**src/hdl/hvc_pkg.sv**
```systemverilog
package hvc_pkg;

  // Field and register widths.
  localparam int unsigned SampleW   = 16;
  localparam int unsigned InvSpanW  = 32;
  localparam int unsigned ChanW     = 8;
  localparam int unsigned TW        = 17;
  localparam int unsigned CfgIndexW = 8;
  localparam int unsigned CfgDataW  = 32;

  // Configuration register indexes.
  localparam logic [CfgIndexW-1:0] CfgValueMin    = 8'd0;
  localparam logic [CfgIndexW-1:0] CfgInverseSpan = 8'd1;
  localparam logic [CfgIndexW-1:0] CfgRampSelect  = 8'd2;
  localparam logic [CfgIndexW-1:0] CfgOpacity     = 8'd3;

  // Register reset values.
  localparam logic [SampleW-1:0]  ValueMinReset    = 16'd0;
  localparam logic [InvSpanW-1:0] InverseSpanReset = 32'd65536;
  localparam logic [ChanW-1:0]    OpacityReset     = 8'd255;

  // 1.0 in Q16.16.
  localparam logic [TW-1:0] OneQ16 = 17'd65536;

  // Ramp selection codes.
  typedef enum logic {
    RAMP_SEQUENTIAL = 1'b0,
    RAMP_DIVERGING  = 1'b1
  } ramp_e;

  // One colour stop, packed as red, green, blue.
  typedef logic [3*ChanW-1:0] rgb_t;

  localparam rgb_t SeqStops [5] = '{
    24'h0D1428, 24'h2F508C, 24'h2E96A0, 24'h78C86E, 24'hE6C85A
  };
  localparam rgb_t DivStops [3] = '{
    24'h5A8CD2, 24'h161E2E, 24'hE06A6A
  };

  // Colour of one stop of the selected ramp.
  function automatic rgb_t stop_rgb(input ramp_e sel, input logic [2:0] idx);
    rgb_t res;
    res = '0;
    if (sel == RAMP_DIVERGING) begin
      if (idx < 3'd3) begin
        res = DivStops[idx[1:0]];
      end
    end else begin
      if (idx < 3'd5) begin
        res = SeqStops[idx];
      end
    end
    return res;
  endfunction

endpackage

```
**src/hdl/heatmap_value_to_colour_top.sv**
```systemverilog
// Heat-map colour mapper: each signed 16-bit sample is normalised against
// value_min and inverse_span (unsigned Q16.16), clamped to [0, 1], looked up on
// a five-stop sequential or three-stop diverging colour ramp with linear
// interpolation, and premultiplied by opacity; alpha carries the opacity.
// The block takes one sample per clock unless a stalled output has filled its
// stages. Its colour passes through five register stages: subtract, 16x32
// scale and clamp, ramp interpolation, opacity multiply, and divide by 255.
// Each stage holds its item independently, so empty stages fill while the
// output is stalled. Configuration writes are always accepted and must be
// made while no transaction is in flight.
module heatmap_value_to_colour_top (
  input  logic                                clk_i,
  input  logic                                rst_ni,
  // Sample input channel
  input  logic                                in_valid_i,
  output logic                                in_stall_o,
  input  logic signed [hvc_pkg::SampleW-1:0]  sample_value_i,
  // Colour output channel
  output logic                                out_valid_o,
  input  logic                                out_stall_i,
  output logic [hvc_pkg::ChanW-1:0]           red_o,
  output logic [hvc_pkg::ChanW-1:0]           green_o,
  output logic [hvc_pkg::ChanW-1:0]           blue_o,
  output logic [hvc_pkg::ChanW-1:0]           alpha_o,
  // Configuration write channel
  input  logic                                cfg_valid_i,
  output logic                                cfg_ready_o,
  input  logic [hvc_pkg::CfgIndexW-1:0]       cfg_index_i,
  input  logic [hvc_pkg::CfgDataW-1:0]        cfg_wdata_i
);

  localparam int unsigned NumStages = 5;

  logic signed [hvc_pkg::SampleW-1:0] value_min_q;
  logic [hvc_pkg::InvSpanW-1:0]       inverse_span_q;
  hvc_pkg::ramp_e                     ramp_select_q;
  logic [hvc_pkg::ChanW-1:0]          opacity_q;

  logic [NumStages-1:0] valid_q, valid_d;
  logic [NumStages-1:0] en;
  logic [hvc_pkg::TW-1:0] t;
  hvc_pkg::rgb_t          ramp_rgb, out_rgb;

  // Configuration registers; a write to an unknown index is dropped.
  assign cfg_ready_o = 1'b1;

  always_ff @(posedge clk_i or negedge rst_ni) begin
    if (!rst_ni) begin
      value_min_q    <= hvc_pkg::ValueMinReset;
      inverse_span_q <= hvc_pkg::InverseSpanReset;
      ramp_select_q  <= hvc_pkg::RAMP_SEQUENTIAL;
      opacity_q      <= hvc_pkg::OpacityReset;
    end else if (cfg_valid_i && cfg_ready_o) begin
      unique case (cfg_index_i)
        hvc_pkg::CfgValueMin:    value_min_q    <= cfg_wdata_i[hvc_pkg::SampleW-1:0];
        hvc_pkg::CfgInverseSpan: inverse_span_q <= cfg_wdata_i[hvc_pkg::InvSpanW-1:0];
        hvc_pkg::CfgRampSelect:  ramp_select_q  <= hvc_pkg::ramp_e'(cfg_wdata_i[0]);
        hvc_pkg::CfgOpacity:     opacity_q      <= cfg_wdata_i[hvc_pkg::ChanW-1:0];
        default: ;
      endcase
    end
  end

  // Stage enables: a stage loads when it is empty or the stage after it moves.
  always_comb begin
    en[NumStages-1] = !valid_q[NumStages-1] || !out_stall_i;
    for (int k = NumStages - 2; k >= 0; k--) begin
      en[k] = !valid_q[k] || en[k+1];
    end
  end

  always_comb begin
    valid_d = valid_q;
    if (en[0]) begin
      valid_d[0] = in_valid_i;
    end
    for (int k = 1; k < NumStages; k++) begin
      if (en[k]) begin
        valid_d[k] = valid_q[k-1];
      end
    end
  end

  always_ff @(posedge clk_i or negedge rst_ni) begin
    if (!rst_ni) begin
      valid_q <= '0;
    end else begin
      valid_q <= valid_d;
    end
  end

  assign in_stall_o  = !en[0];
  assign out_valid_o = valid_q[NumStages-1];

  // Datapath stages.
  hvc_norm u_norm (
    .clk_i          (clk_i),
    .en_i           (en[1:0]),
    .sample_value_i (sample_value_i),
    .value_min_i    (value_min_q),
    .inverse_span_i (inverse_span_q),
    .t_o            (t)
  );

  hvc_ramp u_ramp (
    .clk_i         (clk_i),
    .en_i          (en[2]),
    .ramp_select_i (ramp_select_q),
    .t_i           (t),
    .rgb_o         (ramp_rgb)
  );

  hvc_premul u_premul (
    .clk_i     (clk_i),
    .en_i      (en[4:3]),
    .rgb_i     (ramp_rgb),
    .opacity_i (opacity_q),
    .rgb_o     (out_rgb)
  );

  assign red_o   = out_rgb[3*hvc_pkg::ChanW-1 -: hvc_pkg::ChanW];
  assign green_o = out_rgb[2*hvc_pkg::ChanW-1 -: hvc_pkg::ChanW];
  assign blue_o  = out_rgb[hvc_pkg::ChanW-1 -: hvc_pkg::ChanW];
  assign alpha_o = opacity_q;

endmodule

```
**src/hdl/hvc_norm.sv**
```systemverilog
module hvc_norm (
  input  logic                                clk_i,
  input  logic [1:0]                          en_i,
  input  logic signed [hvc_pkg::SampleW-1:0]  sample_value_i,
  input  logic signed [hvc_pkg::SampleW-1:0]  value_min_i,
  input  logic [hvc_pkg::InvSpanW-1:0]        inverse_span_i,
  output logic [hvc_pkg::TW-1:0]              t_o
);

  logic [hvc_pkg::SampleW:0]                        diff_d, diff_q;
  logic                                             diff_pos;
  logic [hvc_pkg::SampleW+hvc_pkg::InvSpanW-1:0]    prod;
  logic [hvc_pkg::TW-1:0]                           t_d, t_q;

  // First stage: distance of the sample above the minimum, 17-bit signed.
  assign diff_d = {sample_value_i[hvc_pkg::SampleW-1], sample_value_i}
                - {value_min_i[hvc_pkg::SampleW-1], value_min_i};

  always_ff @(posedge clk_i) begin
    if (en_i[0]) begin
      diff_q <= diff_d;
    end
  end

  // Second stage: scale by the reciprocal span and clamp to [0, 1].
  assign diff_pos = !diff_q[hvc_pkg::SampleW] && (diff_q != '0);
  assign prod = (hvc_pkg::SampleW+hvc_pkg::InvSpanW)'(diff_q[hvc_pkg::SampleW-1:0])
              * (hvc_pkg::SampleW+hvc_pkg::InvSpanW)'(inverse_span_i);

  always_comb begin
    if (!diff_pos) begin
      t_d = '0;
    end else if (prod > (hvc_pkg::SampleW+hvc_pkg::InvSpanW)'(hvc_pkg::OneQ16)) begin
      t_d = hvc_pkg::OneQ16;
    end else begin
      t_d = prod[hvc_pkg::TW-1:0];
    end
  end

  always_ff @(posedge clk_i) begin
    if (en_i[1]) begin
      t_q <= t_d;
    end
  end

  assign t_o = t_q;

endmodule

```
**src/hdl/hvc_ramp.sv**
```systemverilog
module hvc_ramp (
  input  logic                          clk_i,
  input  logic                          en_i,
  input  hvc_pkg::ramp_e                ramp_select_i,
  input  logic [hvc_pkg::TW-1:0]        t_i,
  output hvc_pkg::rgb_t                 rgb_o
);

  logic [hvc_pkg::TW-1:0] t_m1;
  logic [1:0]             seg;
  logic [hvc_pkg::TW-1:0] seg_start;
  logic [hvc_pkg::TW-1:0] u;
  hvc_pkg::rgb_t          lo_rgb, hi_rgb;
  hvc_pkg::rgb_t          rgb_d, rgb_q;

  // Segment choice: a t on an interior stop belongs to the lower segment.
  assign t_m1 = t_i - hvc_pkg::TW'(1);

  always_comb begin
    if (t_i == '0) begin
      seg = 2'd0;
    end else if (ramp_select_i == hvc_pkg::RAMP_DIVERGING) begin
      seg = {1'b0, t_m1[15]};
    end else begin
      seg = t_m1[15:14];
    end
  end

  always_comb begin
    if (ramp_select_i == hvc_pkg::RAMP_DIVERGING) begin
      seg_start = {1'b0, seg[0], 15'd0};
    end else begin
      seg_start = {1'b0, seg, 14'd0};
    end
  end

  assign u      = t_i - seg_start;
  assign lo_rgb = hvc_pkg::stop_rgb(ramp_select_i, {1'b0, seg});
  assign hi_rgb = hvc_pkg::stop_rgb(ramp_select_i, 3'({1'b0, seg}) + 3'd1);

  // Linear mix per channel with round-half-up; the segment width is a power of two.
  for (genvar c = 0; c < 3; c++) begin : g_chan
    logic [hvc_pkg::ChanW-1:0] a, b;
    logic signed [8:0]         step;
    logic signed [26:0]        slope;
    logic signed [27:0]        base, half, num;

    assign a     = lo_rgb[(3-c)*hvc_pkg::ChanW-1 -: hvc_pkg::ChanW];
    assign b     = hi_rgb[(3-c)*hvc_pkg::ChanW-1 -: hvc_pkg::ChanW];
    assign step  = $signed({1'b0, b}) - $signed({1'b0, a});
    assign slope = step * $signed({1'b0, u});

    always_comb begin
      if (ramp_select_i == hvc_pkg::RAMP_DIVERGING) begin
        base = $signed({5'd0, a, 15'd0});
        half = $signed(28'd16384);
      end else begin
        base = $signed({6'd0, a, 14'd0});
        half = $signed(28'd8192);
      end
    end

    assign num = base + $signed({slope[26], slope}) + half;

    always_comb begin
      if (ramp_select_i == hvc_pkg::RAMP_DIVERGING) begin
        rgb_d[(3-c)*hvc_pkg::ChanW-1 -: hvc_pkg::ChanW] = num[22:15];
      end else begin
        rgb_d[(3-c)*hvc_pkg::ChanW-1 -: hvc_pkg::ChanW] = num[21:14];
      end
    end
  end

  always_ff @(posedge clk_i) begin
    if (en_i) begin
      rgb_q <= rgb_d;
    end
  end

  assign rgb_o = rgb_q;

endmodule

```
**src/hdl/hvc_premul.sv**
```systemverilog
module hvc_premul (
  input  logic                          clk_i,
  input  logic [1:0]                    en_i,
  input  hvc_pkg::rgb_t                 rgb_i,
  input  logic [hvc_pkg::ChanW-1:0]     opacity_i,
  output hvc_pkg::rgb_t                 rgb_o
);

  hvc_pkg::rgb_t rgb_d, rgb_q;

  for (genvar c = 0; c < 3; c++) begin : g_chan
    logic [15:0] scaled_d, scaled_q;
    logic [15:0] quot_sum;

    // First stage: channel times opacity plus the rounding offset.
    assign scaled_d = 16'(rgb_i[(3-c)*hvc_pkg::ChanW-1 -: hvc_pkg::ChanW])
                    * 16'(opacity_i) + 16'd127;

    always_ff @(posedge clk_i) begin
      if (en_i[0]) begin
        scaled_q <= scaled_d;
      end
    end

    // Second stage: divide by 255 as (x + x/256 + 1) / 256, exact for x up to 65152, the largest scaled value.
    assign quot_sum = scaled_q + {8'd0, scaled_q[15:8]} + 16'd1;
    assign rgb_d[(3-c)*hvc_pkg::ChanW-1 -: hvc_pkg::ChanW] = quot_sum[15:8];
  end

  always_ff @(posedge clk_i) begin
    if (en_i[1]) begin
      rgb_q <= rgb_d;
    end
  end

  assign rgb_o = rgb_q;

endmodule
```
**config.mk**
```make
export PLATFORM = sky130hd
export DESIGN_NAME = heatmap_value_to_colour_top
export DESIGN_NICKNAME = d
export VERILOG_FILES = /design/src/hdl/hvc_pkg.sv /design/src/hdl/heatmap_value_to_colour_top.sv /design/src/hdl/hvc_norm.sv /design/src/hdl/hvc_ramp.sv /design/src/hdl/hvc_premul.sv
export SDC_FILE = /design/constraint.sdc
export NUM_CORES = 2
export LEC_CHECK = 0
export BUFFER_PORTS_ARGS = -buffer_cell sky130_fd_sc_hd__buf_2
export CORE_ASPECT_RATIO = 1.2
export CORE_MARGIN = 2
export CORE_UTILIZATION = 45
export CTS_BUF_LIST = sky130_fd_sc_hd__clkbuf_16
export CTS_CLUSTER_SIZE = 12
export DETAILED_ROUTE_END_ITERATION = 16
export GPL_TIMING_DRIVEN = 0
export PLACE_DENSITY = 0.68
export SYNTH_ARGS = -nofsm -noshare
export SYNTH_HDL_FRONTEND = slang
export SYNTH_SLANG_ARGS = --single-unit
export TNS_END_PERCENT = 10
```
**constraint.sdc**
```tcl
create_clock -name clk_i -period 29.1 [get_ports clk_i]
set_clock_uncertainty 0.1 [all_clocks]
set_input_delay 2.91 -clock clk_i [delete_from_list [all_inputs] [get_ports clk_i]]
set_output_delay 2.91 -clock clk_i [all_outputs]
set_load 0.01 [all_outputs]
```
Word level (Yosys, flattened, before mapping). Memories as Yosys holds them, arrays and structs flattened. Cells that the tools add are included.

Bits of input ports: 61. Output and inout port bits: 35. Register bits after elaboration: 192. Bits in read-only memories: 384. Memories kept: 2.

Equal/unequal tests: 3. $add $sub $neg: 22. Order comparisons: 9. Bitwise gates (word level): 5. Multiplexer cells: 27. Reduce and logical (&&, ||, !) cells: 22. Multipliers: 7.

Memories: (name not given) (depth 8, bits a word 24, read ports 1, clocked after memory_dff 0, wr ports 0, RTL line hvc_pkg.sv:51) `res = SeqStops[idx];`; (name not given) (depth 8, bits a word 24, read ports 1, clocked after memory_dff 0, wr ports 0, RTL line hvc_pkg.sv:51).

Operator list (number): 2-to-1 mux 24 bit (14); binary-select mux 24 bit (select 2 bit) (2); adder 23 x 16 -> 23 bit (3); adder 23 bit (3); multiplier 9 x 18 -> 23 bit (3); 2-to-1 mux 23 bit (3); adder 16 x 1 -> 16 bit (second input constant) (3); adder 16 x 7 -> 16 bit (second input constant) (3); adder 16 x 8 -> 16 bit (3); greater-than comparator 48 x 17 -> 1 bit (second input constant) (1); multiplier 16 x 32 -> 48 bit (1); multiplier 8 x 8 -> 16 bit (3); subtractor 8 x 8 -> 9 bit (3); 2-to-1 mux 8 bit (3); zero test 17 bit (1); 2-to-1 mux 17 bit (1); nonzero test 17 bit (1); subtractor 16 x 16 -> 17 bit (1); subtractor 17 x 16 -> 17 bit (1); equality test 8 x 2 -> 1 bit (second input constant) (2); 2-to-1 mux 16 bit (1); subtractor 16 x 1 -> 16 bit (second input constant) (1); 2-to-1 mux 15 bit (1); equality test 8 x 1 -> 1 bit (second input constant) (1); 18 further kinds (36).

Logic depth before layout (Yosys ltp).
Depth in word-level cells: 15. Gate-level depth with buffers: 43. Gate-level depth less buffers: 42.

Hierarchy. From an unflattened synthesis, not the netlist that was laid out.

Cell total of the unflattened synthesis: 5097. Area, all modules: 46701.0 um^2.

Modules (own cells, without submodules): hvc_norm (area each 18835.6 um^2, instances 1, cells each 2177, sequential area each 1021.0 um^2); hvc_ramp (area each 15638.7 um^2, instances 1, cells each 1791, sequential area each 720.7 um^2); hvc_premul (area each 9751.9 um^2, instances 1, cells each 985, sequential area each 2162.1 um^2); heatmap_value_to_colour_top (area each 2474.9 um^2, instances 1, cells each 144, sequential area each 1562.7 um^2).

Least setup slack after synthesis. No wires, ideal clock.

Path kind: reg-to-reg. From: register u_norm.t_q (netlist bit u_norm.t_o[4]). To: register u_ramp.rgb_q[23] (netlist: u_ramp.rgb_o[23]), data pin. Cell stages (with the launch flop): 40. Library setup time: 273 ps. Setup slack: 19667 ps. Data arrival time: 9061 ps. Path through: edfxtp_1 > nor4_2 > and4_1 > buf_4 > o21ai_1 > a221o_1 > clkbuf_1 > ha_1 > clkbuf_1 > inv_1 > o21ai_0 > inv_1 > fa_1 > nor2b_1 > o21ai_0 > nand2b_1 > a21o_1 > a211oi_1 > [... 4 more ...] > fa_1 > inv_1 > fa_1 > fa_1 > inv_1 > fa_1 > fa_1 > ha_1 > o21a_1 > o2111ai_1 > o22a_1 > o31ai_2 > o221ai_1 > nor4_1 > a2111oi_2 > o21bai_2 > a2111oi_0 > nor4_1.

Cells in the longest elaborated chain, start to end: 15.

RTL lines: start, declared (RTL line hvc_norm.sv:13) `logic [hvc_pkg::TW-1:0] t_d, t_q;`; start signal, assigned (RTL line hvc_norm.sv:42) `t_q <= t_d;`; subtractor 16 x 1 -> 16 bit (RTL line hvc_ramp.sv:17) `assign t_m1 = t_i - hvc_pkg::TW'(1);`; 2-to-1 mux 2 bit (RTL line hvc_ramp.sv:22) `end else if (ramp_select_i == hvc_pkg::RAMP_DIVERGING) begin`; 2-to-1 mux 2 bit (RTL line hvc_ramp.sv:20) `if (t_i == '0) begin`; adder 2 x 1 -> 3 bit (RTL line hvc_ramp.sv:39) `assign hi_rgb = hvc_pkg::stop_rgb(ramp_select_i, 3'({1'b0, seg}) + 3'd1);`; NOT 3 -> 4 bit (not written as such) or NOT 2 -> 3 bit (tied branches) (RTL line hvc_pkg.sv:51, hvc_pkg.sv:47); memory (8 x 24 bit) or binary-select mux 24 bit (select 2 bit) (tied branches); 2-to-1 mux 24 bit (on tied branches) (2 in series) (RTL line hvc_pkg.sv:51, hvc_pkg.sv:47); 2-to-1 mux 24 bit (on tied branches) (RTL line hvc_pkg.sv:50, hvc_pkg.sv:46); 2-to-1 mux 24 bit (RTL line hvc_pkg.sv:45) `if (sel == RAMP_DIVERGING) begin`; subtractor 8 x 8 -> 9 bit (RTL line hvc_ramp.sv:50) `assign step = $signed({1'b0, b}) - $signed({1'b0, a});`; multiplier 9 x 18 -> 23 bit (RTL line hvc_ramp.sv:51) `assign slope = step * $signed({1'b0, u});`; adder 23 bit * (RTL line hvc_ramp.sv:63) `assign num = base + $signed({slope[26], slope}) + half;`; adder 23 x 16 -> 23 bit * (RTL line hvc_ramp.sv:63); 2-to-1 mux 8 bit * (RTL line hvc_ramp.sv:66) `if (ramp_select_i == hvc_pkg::RAMP_DIVERGING) begin`; via u_ramp.rgb_d[23] (RTL line hvc_ramp.sv:14) `hvc_pkg::rgb_t rgb_d, rgb_q;`; end signal, assigned (RTL line hvc_ramp.sv:76) `rgb_q <= rgb_d;`; end, declared (RTL line hvc_ramp.sv:14).

The timed path passes the listed nets; every way through them passes the cells marked *. The select of a mux whose other input is x is not followed. A chain may end at the register's enable or synchronous reset.

Worst setup path after layout.
From: register u_norm.t_q (netlist bit u_norm.t_o[13]). To: register u_ramp.rgb_q[15] (netlist: u_ramp.rgb_o[15]), data pin.

Same word-level chain as after synthesis.

==> flow_metrics.env <==
export IMPL_hold_path_startpoint="valid_q[0]$_DFFE_PN0N_"
export IMPL_max_stage_delay_ps=930
export IMPL_timing_hold_violations_final=0
export IMPL_yosysWarnings=0
export IMPL_drtPass1Iterations=8
export IMPL_clock_latency_ps=510
export IMPL_p_comb_share_pct=83.0
export IMPL_final_setup_viol_count=0
export IMPL_min_period_over_period_pct=44.1
export IMPL_gpl_final_weighted_congestion=0.955
export IMPL_tritoncts="yes"
export IMPL_htree_num_levels=4
export IMPL_synthesis_area_per_instance_um2=9.17
export IMPL_power_share_sequential_pct=11.8
export IMPL_timing_critical_path_to_type="flip-flop"
export IMPL_clk_pin_slew_ps=90
export IMPL_worstReg2RegStart="u_norm.t_o[13]$_SDFFCE_PP0P_"
export IMPL_worstPathArrival_ps=13010
export IMPL_design_core_area_um2=99900
export IMPL_timing_max_cap_violations=0
export IMPL_maxClockFrequency_ghz=0.0779
export IMPL_area_growth_synth_to_final_pct=5.98
export IMPL_ff2ff_path_depth=36
export IMPL_p_sw_uw=2610
export IMPL_totalWireLength_um=127000
export IMPL_criticalPathCategory="flip-flop to flip-flop"
export IMPL_ant_nets=0
export IMPL_synth_flop_cell="sky130_fd_sc_hd__edfxtp_1"
export IMPL_number_of_distinct_library_cells_after_synthesis=96
export IMPL_syn_cell_area_um2=45400
export IMPL_synthTopCellsByCount="sky130_fd_sc_hd__inv_1 (1016), sky130_fd_sc_hd__fa_1 (855), sky130_fd_sc_hd__nand2_1 (725), sky130_fd_sc_hd__ha_1 (446), sky130_fd_sc_hd__and2_1 (355)"
export IMPL_cp_num_cells=36
export IMPL_cts_hold_buffers=0
export IMPL_top_post_synthesis_cells_by_area="sky130_fd_sc_hd__fa_1 (38%), sky130_fd_sc_hd__ha_1 (12%), sky130_fd_sc_hd__edfxtp_1 (8.6%)"
export IMPL_grt_pass1_vias=36800
export IMPL_cts_max_path_buffers=2
export IMPL_die_h_um=352
export IMPL_power_static_leakage_uw=0.0221
export IMPL_power_density_nw_per_um2=99.1
export IMPL_top_level_ports=96
export IMPL_outcome="completed"
export IMPL_global_route_wire_length_before_repair_um=200000
export IMPL_switching_fraction_of_total_power_pct=54.7
export IMPL_post_cts_resized=0
export IMPL_cts_root_buffer="sky130_fd_sc_hd__clkbuf_16"
export IMPL_synth_area_mux_share_pct=1.23
export IMPL_unrepaired_setup_endpoints_after_global_routing="no"
export IMPL_cts_sinks=192
export IMPL_clockPowerShare_pct=5.2
export IMPL_chipWidth_um=294
export IMPL_synth_seq_area_share_pct=12.0
export IMPL_total_power_uw=4760
export IMPL_cp_endpoint="u_ramp.rgb_o[15]$_DFFE_PP_"
export IMPL_worst_slew_pin_slew_ps=1320
export IMPL_timing_max_slew_rel_slack_pct=11.7
export IMPL_cpLargestDelayFamily="compound AO/OA/AOI/OAI gates"
export IMPL_cp_data_required_time_ps=29270
export IMPL_hpwl_um=107000
export IMPL_critical_path_startpoint="u_norm.t_o[13]$_SDFFCE_PP0P_"
export IMPL_detailroute_via_count=34400
export IMPL_drt_first_iter_violations=2137
export IMPL_critical_path_slowest_cell="sky130_fd_sc_hd__a221oi_1"
export IMPL_synth_net_count=6309
export IMPL_wl_per_cell_um=19.9
export IMPL_overflow=0
export IMPL_drt_drc_violations_left=0
export IMPL_power_ir_vdd_worst_uv=188
export IMPL_final_layout_size_suffix_gt1_share_pct=5.20
export IMPL_number_of_standard_cells_after_synthesis=4947
export IMPL_critPathMaxFanout=14
export IMPL_crit_buf_inv=6
export IMPL_kind_of_launch_point_of_the_worst_setup_path="flip-flop"
export IMPL_final_nets=6423
export IMPL_antenna_found_initial=9
export IMPL_min_delay_path_class="flip-flop to flip-flop"
export IMPL_die_area_um2=103000
export IMPL_post_drt_via_cell_ratio=5.40
export IMPL_yosys_register_bits=192
export IMPL_synth_edf_count=130
export IMPL_post_synth_and_or_nand_nor_area_fraction_pct=17.1
export IMPL_synth_adder_area_share_pct=50.0
export IMPL_area_share_of_the_largest_cell_type_after_synthesis_pct=37.7
export IMPL_std_cell_rows=127
export IMPL_internal_power_uw=2160
export IMPL_final_max_slew_violation_count=0
export IMPL_setup_tns_final_ps=0
export IMPL_worst_r2r_setup_slack_ps=16260
export IMPL_synth_most_common_cell="sky130_fd_sc_hd__inv_1"
export IMPL_synthArstFlopShare_pct=32.3
export IMPL_cts_made_buffers=17
export IMPL_synth_xor_area_share_pct=3.01
export IMPL_globalRouteTotalUtil_pct=25.3
export IMPL_post_cts_setup_buffer_count=0
export IMPL_timing_final_crit_period_ps=12840
export IMPL_dominant_combinational_cell_family_by_area_after_synthesis="adder cells"
export IMPL_destination_of_the_worst_register_to_register_timing_path="u_ramp.rgb_o[15]$_DFFE_PP_"
export IMPL_port_buffers=94
export IMPL_grt_max_degree=63
export IMPL_synth_compound_gate_area_share_pct=6.37
export IMPL_synth_largest_area_cell="sky130_fd_sc_hd__fa_1"
export IMPL_starting_density_of_the_core_pct=45.4
placed cells by master, fill, tap and decap left out, types with 17 or more instances in the layout:
cell                           n
sky130_fd_sc_hd__buf_2       102
sky130_fd_sc_hd__mux2_2       44
sky130_fd_sc_hd__nand4_1      19
sky130_fd_sc_hd__xor2_1       44
sky130_fd_sc_hd__nand2_1     725
sky130_fd_sc_hd__nand2b_1     54
sky130_fd_sc_hd__o21a_1       35
sky130_fd_sc_hd__nor2_1      144
sky130_fd_sc_hd__xnor2_1     112
sky130_fd_sc_hd__ha_1        446
sky130_fd_sc_hd__o21bai_1     21
sky130_fd_sc_hd__nor3_1       45
sky130_fd_sc_hd__clkbuf_16    18
sky130_fd_sc_hd__edfxtp_1    130
sky130_fd_sc_hd__nand3_1      34
sky130_fd_sc_hd__clkbuf_1    181
sky130_fd_sc_hd__nor2b_1      85
sky130_fd_sc_hd__and3_1       17
sky130_fd_sc_hd__a21o_1       30
sky130_fd_sc_hd__or2_2        19
sky130_fd_sc_hd__a21oi_1     131
sky130_fd_sc_hd__and2_1      355
sky130_fd_sc_hd__inv_1      1015
sky130_fd_sc_hd__o21ai_0      89
sky130_fd_sc_hd__dfrtp_1      53
sky130_fd_sc_hd__or3_1        19
sky130_fd_sc_hd__fa_1        855
power by group through the flow:
stage	Combinational, µW	Sequential [µW]	Clock (µW)
3_5_place_dp	3940	562	0
4_1_cts	3970	557	254
2_1_floorplan	2820	515	0
5_1_grt	4440	565	262
3_3_place_gp	3860	562	0
6_report	3960	560	248
logic make-up after synthesis:
family                     count (synthesis)
other                                      1
DFF                                      192
adders and majority gates               1301
buffers and inverters                   1226
and+or+nand+nor                         1578
xor gates and xnor gates                 156
AOI/OAI and AO/OA                        443
muxes                                     50
worst min path at each step:
stage / endpoint / slack, ps / cells after the start
after floorplan: valid_q[4]$_DFFE_PN0P_ / 330 / 1
after global placement: valid_q[4]$_DFFE_PN0P_ / 350 / 1
after detailed placement: valid_q[1]$_DFFE_PN0P_ / 350 / 1
after CTS: valid_q[1]$_DFFE_PN0P_ / 370 / 1
after global routing: valid_q[4]$_DFFE_PN0P_ / 400 / 1
final: valid_q[1]$_DFFE_PN0P_ / 370 / 1
sequential cells by signal, summed over array words and instances (netlist names):
name and cells:
u_norm.t_o 17, inverse_span_q 32, valid_q 5, ramp_select_q 1, u_norm.diff_q 17, u_premul.g_chan.scaled_q 48
alpha_o 8, u_premul.rgb_o 24, value_min_q 16, u_ramp.rgb_o 24
stage by stage:
step / utilization [%] / instances / hold slack [ps] / worst slack, ps / instance area [µm²]
3_5_place_dp: 47.5 / 6332 / 355 / 16460 / 47500
5_1_grt: 48.1 / 6369 / 404 / 15730 / 48100
6_report: 48.1 / 6372 / 374 / 16260 / 48100
2_1_floorplan: - / 4947 / 327 / 19670 / 45400
4_1_cts: 48.1 / 6364 / 375 / 16420 / 48100
3_3_place_gp: 47.5 / 6331 / 348 / 16520 / 47500
per-layer routing:
metal  part of all wire, %  vias to the layer above  routed length, µm  track usage (%)
met3                   5.5                      378               6950             3.38
li1                      -                    15400                  -                -
met2                    51                     1182              64000             44.9
met1                    37                    17400              46400             28.7
met4                   7.2                        2               9120             16.3
met5                 0.010                        -                 13                0
cell type report:
type	count	area, µm²
Timing Repair Buffer	95	493
Clock inverter	14	138
Fill cell	9553	51900
Buffer	207	818
Sequential cell	192	5470
Inverter	1019	3820
Clock buffer	18	450
Antenna cell	8	20.0
Multi-Input combinational cell	3529	35300
Tap cell	1290	1610
Power figures use the tool's default switching activity.
